$ cat src/hdl/spq_pkg.sv
// Shared constants, status codes and cell link types for the stable priority queue.
// No dependencies; used by spq_cell and stable_priority_queue.
package spq_pkg;

  // queue geometry
  localparam int DEPTH    = 16;
  localparam int TAG_BITS = 16;
  localparam int LEVELS   = 5;

  // field widths
  localparam int LVL_W = 3;
  localparam int TAG_W = 16;
  localparam int CNT_W = $clog2(DEPTH + 1);
  localparam int STS_W = 2;

  // operation codes
  localparam logic OP_INSERT = 1'b0;
  localparam logic OP_REMOVE = 1'b1;

  // result status codes
  typedef enum logic [STS_W-1:0] {
    ST_OK    = 2'd0,
    ST_FULL  = 2'd1,
    ST_EMPTY = 2'd2
  } status_t;

  // what one cell shows its neighbors
  typedef struct packed {
    logic [LVL_W-1:0]    level;
    logic [TAG_BITS-1:0] tag;
    logic                occupied;  // slot holds an entry
    logic                greater;   // held entry is less urgent than the new one
  } link_t;

  // broadcast command to every cell
  typedef struct packed {
    logic                insert;
    logic                remove;
    logic [LVL_W-1:0]    level;
    logic [TAG_BITS-1:0] tag;
  } cmd_t;

endpackage

$ cat src/hdl/stable_priority_queue.sv
// Top level of the stable priority queue: stream ports, entry count, cell chain, result register.
// Depends on spq_pkg and spq_cell.
//
// A bounded priority queue of 16 entries kept sorted in a chain of cells, head at cell 0.
// An insert (tuser 0) goes in behind every held entry of equal or more urgent level, so equal
// levels leave in arrival order; a level above 4 is stored as 4. A removal (tuser 1) returns
// the head entry. Every word in gives exactly one word out. Inserting into a full queue or
// removing from an empty one is reported in the status and leaves the queue unchanged. All
// cells compare against the new level and shift in the same clock, and the result sits in an
// output register, so one item per cycle is sustained while the output side takes its words.
// The stored entries need no clearing after reset.
module stable_priority_queue (
  input  logic        clk,
  input  logic        rst,
  input  logic        s_tvalid,
  output logic        s_tready,
  input  logic [23:0] s_tdata,   // [2:0] level, [18:3] entry_tag, [23:19] zero
  input  logic        s_tuser,   // [0] operation
  output logic        m_tvalid,
  input  logic        m_tready,
  output logic [23:0] m_tdata,   // [2:0] head_level, [18:3] head_tag, [23:19] occupancy
  output logic [1:0]  m_tuser    // [1:0] status
);

  localparam int D = spq_pkg::DEPTH;

  logic                         accept;
  logic                         op;
  logic [spq_pkg::LVL_W-1:0]    in_level;
  logic [spq_pkg::LVL_W-1:0]    sat_level;
  logic [spq_pkg::TAG_BITS-1:0] in_tag;
  logic [spq_pkg::CNT_W-1:0]    count;
  logic [spq_pkg::CNT_W-1:0]    count_next;
  logic                         full;
  logic                         empty;
  spq_pkg::cmd_t                cmd;
  spq_pkg::link_t               links [D];
  spq_pkg::link_t               head_link;
  spq_pkg::status_t             status_next;
  logic [spq_pkg::LVL_W-1:0]    out_level;
  logic [spq_pkg::TAG_W-1:0]    out_tag;
  logic [spq_pkg::CNT_W-1:0]    out_count;
  spq_pkg::status_t             out_status;
  logic [spq_pkg::LVL_W-1:0]    res_level_next;
  logic [spq_pkg::TAG_W-1:0]    res_tag_next;

  // input handshake and field unpacking
  assign s_tready = !m_tvalid || m_tready;
  assign accept   = s_tvalid && s_tready;
  assign op       = s_tuser;
  assign in_level = s_tdata[2:0];
  assign in_tag   = s_tdata[spq_pkg::TAG_BITS+2:3];

  // out-of-range levels become the least urgent one
  assign sat_level = (in_level >= spq_pkg::LVL_W'(spq_pkg::LEVELS))
                   ? spq_pkg::LVL_W'(spq_pkg::LEVELS - 1) : in_level;

  assign full  = (count == spq_pkg::CNT_W'(D));
  assign empty = (count == '0);

  assign cmd.insert = accept && (op == spq_pkg::OP_INSERT) && !full;
  assign cmd.remove = accept && (op == spq_pkg::OP_REMOVE) && !empty;
  assign cmd.level  = sat_level;
  assign cmd.tag    = in_tag;

  // head cell sees a virtual occupied, not-greater neighbor
  assign head_link.level    = '0;
  assign head_link.tag      = '0;
  assign head_link.occupied = 1'b1;
  assign head_link.greater  = 1'b0;

  // cell chain
  for (genvar i = 0; i < D; i++) begin : g_cell
    logic occ;
    assign occ = (count > spq_pkg::CNT_W'(i));
    spq_cell u_cell (
      .clk        (clk),
      .cmd        (cmd),
      .occupied   (occ),
      .left_link  ((i == 0) ? head_link : links[(i == 0) ? 0 : i - 1]),
      .right_link (links[(i == D - 1) ? i : i + 1]),
      .link       (links[i])
    );
  end

  // next count and result fields
  always_comb begin
    count_next     = count;
    status_next    = spq_pkg::ST_OK;
    res_level_next = '0;
    res_tag_next   = '0;
    if (op == spq_pkg::OP_INSERT) begin
      if (full) begin
        status_next = spq_pkg::ST_FULL;
      end else begin
        count_next = count + 1'b1;
      end
    end else begin
      if (empty) begin
        status_next = spq_pkg::ST_EMPTY;
      end else begin
        count_next     = count - 1'b1;
        res_level_next = links[0].level;
        res_tag_next   = spq_pkg::TAG_W'(links[0].tag);
      end
    end
  end

  // count, output valid and result register
  always_ff @(posedge clk) begin
    if (rst) begin
      count    <= '0;
      m_tvalid <= 1'b0;
    end else begin
      if (accept) begin
        count    <= count_next;
        m_tvalid <= 1'b1;
      end else if (m_tready) begin
        m_tvalid <= 1'b0;
      end
    end
    if (accept) begin
      out_status <= status_next;
      out_level  <= res_level_next;
      out_tag    <= res_tag_next;
      out_count  <= count_next;
    end
  end

  assign m_tdata = {out_count, out_tag, out_level};
  assign m_tuser = out_status;

  // checks
  a_count_bound: assert property (@(posedge clk) disable iff (rst)
    count <= spq_pkg::CNT_W'(D))
    else $error("entry count beyond depth");

  a_insert_grows: assert property (@(posedge clk) disable iff (rst)
    (accept && op == spq_pkg::OP_INSERT && !full) |=> (count == $past(count) + 1'b1))
    else $error("insert did not grow the queue");

  a_head_sorted: assert property (@(posedge clk) disable iff (rst)
    (count >= spq_pkg::CNT_W'(2)) |-> (links[0].level <= links[1].level))
    else $error("head entry less urgent than its successor");

  a_result_count: assert property (@(posedge clk) disable iff (rst)
    accept |=> (m_tdata[23:19] == count))
    else $error("reported occupancy differs from entry count");

endmodule

$ cat src/hdl/spq_cell.sv
// One slot of the sorted cell chain: holds a level and tag, shifts or loads per command.
// Depends on spq_pkg.
module spq_cell (
  input  logic           clk,
  input  spq_pkg::cmd_t  cmd,
  input  logic           occupied,
  input  spq_pkg::link_t left_link,   // neighbor toward the head
  input  spq_pkg::link_t right_link,  // neighbor toward the tail
  output spq_pkg::link_t link
);

  logic [spq_pkg::LVL_W-1:0]    level;
  logic [spq_pkg::TAG_BITS-1:0] tag;
  logic                         greater;

  assign greater = occupied && (level > cmd.level);

  assign link.level    = level;
  assign link.tag      = tag;
  assign link.occupied = occupied;
  assign link.greater  = greater;

  // insert: shift toward tail behind the insertion point, load at it; remove: shift toward head
  always_ff @(posedge clk) begin
    if (cmd.insert) begin
      if (left_link.greater) begin
        level <= left_link.level;
        tag   <= left_link.tag;
      end else if (left_link.occupied && (greater || !occupied)) begin
        level <= cmd.level;
        tag   <= cmd.tag;
      end
    end else if (cmd.remove) begin
      level <= right_link.level;
      tag   <= right_link.tag;
    end
  end

endmodule

$ cat config.mk
export PLATFORM = sky130hd
export DESIGN_NAME = stable_priority_queue
export DESIGN_NICKNAME = d
export VERILOG_FILES = /design/src/hdl/spq_pkg.sv /design/src/hdl/stable_priority_queue.sv /design/src/hdl/spq_cell.sv
export SDC_FILE = /design/constraint.sdc
export NUM_CORES = 1
export LEC_CHECK = 0
export BUFFER_PORTS_ARGS = -buffer_cell sky130_fd_sc_hd__buf_2
export CAP_MARGIN = 20
export CORE_UTILIZATION = 51
export DETAILED_ROUTE_END_ITERATION = 8
export HOLD_SLACK_MARGIN = 0.02
export PLACE_DENSITY = 0.64
export SLEW_MARGIN = 20
export SYNTH_ARGS = -nofsm -noshare
export SYNTH_HDL_FRONTEND = slang
export SYNTH_SLANG_ARGS = --single-unit
$ cat constraint.sdc
create_clock -name clk -period 5.15 [get_ports clk]
set_input_delay 0.515 -clock clk [delete_from_list [all_inputs] [get_ports clk]]
set_output_delay 0.515 -clock clk [all_outputs]
set_load 0.03 [all_outputs]
==> Implementation_results.wiki <==
{| class="wikitable"
! Metric !! Value
|-
| Final clock period utilization by the worst path || roughly 69%
|-
| Maximum clock insertion buffer count || 3
|-
| Final Net Count || between 1500 and 2000
|-
| Critical path class || flip-flop to flip-flop
|-
| WL/cell || 19.64 um
|-
| Post-Synthesis Cell Area || 17750 sq um
|-
| Sort of element at the start of the critical path || flip-flop
|-
| Overall die height || 188.6 um
|-
| Minimum setup slack among reg-to-reg paths || ~1.6 ns
|-
| Utilization of the core after routing || 58.10%
|-
| Post-synth ARST share || 0%
|-
| Area used by multi-input combinational logic || 7073 sq um
|-
| Outcome || complete, no violations
|-
| Worst rel slew slack || a little under a third
|-
| WP data required || 5.50 ns
|-
| Maximum VDD drop || roughly 0.28 mV
|-
| Final Skew || 0.01481 ns
|-
| CTS root buffer || sky130_fd_sc_hd__clkbuf_16
|-
| Leakage power || 6.964 nW
|-
| Core footprint || between 30000 and 40000 sq um
|-
| Total of warnings raised by yosys || 0
|-
| Total I/O pin count || 57
|-
| Starting utilization of the core area || 52.42%
|-
| Post-Route WL || 41590 um
|-
| Total clock sinks || 336
|-
| Capturing point of the worst reg2reg path || g_cell[12].u_cell.level[0]$_DFFE_PP_
|-
| Transition time at the pin with the least slew margin || 1.024 ns
|-
| Overflow left after global routing || 0
|-
| Worst Hold Slack || 0.2440 ns
|-
| Maximum clock frequency || 282.3 MHz
|-
| Portion of the post-synthesis area used by sequential elements || 56.50%
|-
| Register clock-pin slew on the reported worst setup and hold paths || ~0.060 ns
|-
| Register Area || 10030 sq um
|-
| Number of synthesized register bits || 336
|-
| Number of filler instances in the final layout || slightly below 3000
|-
| Hold_buf cts || 0
|-
| Power density over cell area || 363.4 nW/um^2
|-
| Vias after detailed routing || 12850
|-
| Overall global routing resource usage || 23.45%
|-
| TritonCTS clock tree || built
|-
| Deepest level of the CTS H-tree || 2
|-
| # rows || 67
|-
| Final Slew Violations || 0
|-
| CTS-repair resized insts || 0
|-
| Area of the die || about 36000 sq um
|-
| HPWL Detailed || 27300 um
|-
| P&R area growth vs syn || 10.84%
|-
| Final Hold Fails || 0
|-
| Critical path fanouts, max || 15
|-
| Remaining antenna violation count || 0
|-
| Startpoint of the most critical hold path || s_tvalid
|-
| Total DRC errors in the routed layout || 0
|-
| Unrepaired setup endpoints after global routing || false
|-
| Number of cells traversed by the worst hold path || 3
|-
| Clock latency on the worst-skew pair || 0.53 ns
|-
| Final Wtd Congestion || 0.7998
|-
| Largest net degree at the start of global routing || 119
|-
| Worst min path class || primary input to flip-flop
|-
| Shortest clock period the worst path allows after layout || 3.542 ns
|-
| EDFF count, synth || 330
|-
| Mapped Nets || 1736
|-
| Cell variety after synth || 55
|-
| Antenna diodes || 0
|-
| TritonCTS Buffers || 38
|-
| Number of global-route vias before repair || 12180
|-
| Capture endpoint of the worst hold path || m_tvalid$_SDFFE_PP0P_
|-
| Reg-to-Reg Start || count[0]$_SDFFE_PP0P_
|-
| Routed vias/inst || 6.069
|-
| Setup violation total in the final timing report || 0
|-
| Total power draw || 7.150 mW
|-
| Sum of negative setup slack || 0 ns
|-
| Detailed Route Iter0 Violations || 1373
|-
| Port Buffer Count || 51
|-
| Worst path arrival time || 3.89 ns
|-
| Synthesized instance count || 1655
|-
| Initial antenna violation count || 0
|-
| First-pass detailed-route iteration total || 5
|-
| Width of the chip || approximately 190 um
|-
| Wire length of the first global-routing pass || 67430 um
|-
| Avg Inst Size Synth || 10.73 sq um
|-
| Kind of end point of the critical path || flip-flop
|-
| Count of maximum capacitance violations || 0
|-
| Post-CTS Setup Bufs || 0
|-
| Top FF cell, synth || sky130_fd_sc_hd__edfxtp_1
|-
| Layout cells sized above 1 || 13.11%
|-
| Reg2reg path depth || 7
|}
==> flip-flops by register name, indices dropped and copies added, names as in the netlist <==
name / count
m_tvalid: 1
g_cell.u_cell.level: 48
out_level: 3
out_tag: 16
count: 5
m_tuser: 2
g_cell.u_cell.tag: 256
out_count: 5
==> metal layers <==
| layer | GRT usage (%) | up-vias | share of wire, % |
|---|---|---|---|
| li1 | - | 6245 | - |
| met2 | 35.63 | 402 | 44 |
| met1 | 35.89 | 6158 | 49 |
| met4 | 5.459 | 0 | 1.6 |
| met3 | 2.701 | 49 | 5.1 |
| met5 | 0 | - | 0 |
==> placed cells by master, fill, tap and decap left out, types with 23 or more instances in the layout <==
master,n
sky130_fd_sc_hd__edfxtp_1,330
sky130_fd_sc_hd__and2_1,23
sky130_fd_sc_hd__a21oi_1,24
sky130_fd_sc_hd__buf_2,51
sky130_fd_sc_hd__nand3_1,270
sky130_fd_sc_hd__ha_1,52
sky130_fd_sc_hd__buf_4,46
sky130_fd_sc_hd__o211ai_1,250
sky130_fd_sc_hd__inv_1,42
sky130_fd_sc_hd__clkbuf_16,39
sky130_fd_sc_hd__nand2_1,300
==> layout make-up <==
| cell class | count | area share [%] |
|---|---|---|
| clock buffers | 50 | 5.170 |
| clock inverters | 17 | 0.6486 |
| inverters | 43 | 0.8203 |
| multi-input cells | 1121 | 35.95 |
| repair buffers | 103 | 3.593 |
| flip-flops and latches | 336 | 50.97 |
| well taps | 448 | 2.849 |
==> cell families after synthesis <==
group	synth area share (%)
xor gates and xnor gates	0.1974
AOI/OAI and AO/OA	14.81
and+or+nand+nor	18.11
buffers and inverters	5.173
adders and majority gates	3.721
DFF	56.50
muxes	1.487
==> worst max path at each step <==
| stage | startpoint | cells past startpoint | slack (ns) | end |
|---|---|---|---|---|
| after detailed placement | s_tdata[2] | 10 | 1.21 | g_cell[7].u_cell.tag[7]$_DFFE_PP_ |
| after global placement | s_tdata[2] | 10 | 1.29 | g_cell[7].u_cell.tag[6]$_DFFE_PP_ |
| final | count[0]$_SDFFE_PP0P_ | 7 | 1.61 | g_cell[12].u_cell.level[0]$_DFFE_PP_ |
| after global routing | count[0]$_SDFFE_PP0P_ | 7 | 1.33 | g_cell[9].u_cell.level[0]$_DFFE_PP_ |
| after floorplan | m_tready | 6 | 1.14 | g_cell[3].u_cell.level[0]$_DFFE_PP_ |
| after CTS | count[0]$_SDFFE_PP0P_ | 7 | 1.62 | g_cell[12].u_cell.level[0]$_DFFE_PP_ |
==> per-stage QoR <==
| step | cell area (sq um) | std cells | worst slack (ns) |
|---|---|---|---|
| finish | 19680 | 2118 | 1.608 |
| global route | 19680 | 2118 | 1.328 |
| CTS | 19640 | 2116 | 1.617 |
| detailed placement | 18490 | 2049 | 1.215 |
| global placement | 18480 | 2049 | 1.294 |
| floorplan | 17750 | 1655 | 1.143 |
==> power by group <==
part | leakage (nW) | switching, mW | internal [mW]
clock | 0.552 | 1.06 | 1.49
combinational | 3.23 | 0.704 | 0.359
sequential | 3.18 | 0.160 | 3.38
total | 6.96 | 1.92 | 5.23
==> cell usage after synthesis, types with 2 or more instances <==
cell type | count | area share [%]
sky130_fd_sc_hd__buf_6 | 2 | 0.13
sky130_fd_sc_hd__nand2_4 | 10 | 0.63
sky130_fd_sc_hd__a31oi_1 | 3 | 0.11
sky130_fd_sc_hd__a21oi_1 | 28 | 0.79
sky130_fd_sc_hd__o21bai_1 | 2 | 0.085
sky130_fd_sc_hd__or2_2 | 3 | 0.11
sky130_fd_sc_hd__dfxtp_1 | 6 | 0.68
sky130_fd_sc_hd__a211oi_1 | 24 | 1.0
sky130_fd_sc_hd__nor4_1 | 7 | 0.25
sky130_fd_sc_hd__nand2_1 | 300 | 6.3
sky130_fd_sc_hd__nand3_1 | 270 | 7.6
sky130_fd_sc_hd__nor3_1 | 3 | 0.085
sky130_fd_sc_hd__buf_2 | 116 | 3.3
sky130_fd_sc_hd__a41o_1 | 2 | 0.11
sky130_fd_sc_hd__o221ai_1 | 16 | 0.79
sky130_fd_sc_hd__clkbuf_1 | 32 | 0.68
sky130_fd_sc_hd__or3_1 | 2 | 0.070
sky130_fd_sc_hd__and2_1 | 23 | 0.81
sky130_fd_sc_hd__o211ai_1 | 250 | 11
sky130_fd_sc_hd__nor2b_1 | 19 | 0.67
sky130_fd_sc_hd__nand3b_1 | 2 | 0.085
sky130_fd_sc_hd__o21ai_0 | 17 | 0.48
sky130_fd_sc_hd__nand2b_1 | 3 | 0.11
sky130_fd_sc_hd__o31ai_1 | 4 | 0.17
sky130_fd_sc_hd__edfxtp_1 | 330 | 56
sky130_fd_sc_hd__buf_4 | 4 | 0.17
sky130_fd_sc_hd__and3_1 | 14 | 0.49
sky130_fd_sc_hd__nor2_1 | 15 | 0.32
sky130_fd_sc_hd__mux2i_1 | 5 | 0.28
sky130_fd_sc_hd__nand2_2 | 4 | 0.14
sky130_fd_sc_hd__xnor2_1 | 3 | 0.15
sky130_fd_sc_hd__inv_1 | 42 | 0.89
sky130_fd_sc_hd__a221oi_1 | 3 | 0.15
sky130_fd_sc_hd__ha_1 | 52 | 3.7
sky130_fd_sc_hd__mux2_2 | 19 | 1.2
==> worst max-delay path: stages (launching register included) <==
cell	delay (ns)
sky130_fd_sc_hd__dfxtp_1	0.59
sky130_fd_sc_hd__clkinv_1	0.38
sky130_fd_sc_hd__ha_1	0.35
sky130_fd_sc_hd__nor3b_4	0.19
sky130_fd_sc_hd__a211oi_4	0.73
sky130_fd_sc_hd__buf_4	0.31
sky130_fd_sc_hd__nand2_1	0.45
sky130_fd_sc_hd__o221ai_1	0.35
Power figures use the tool's default switching activity.
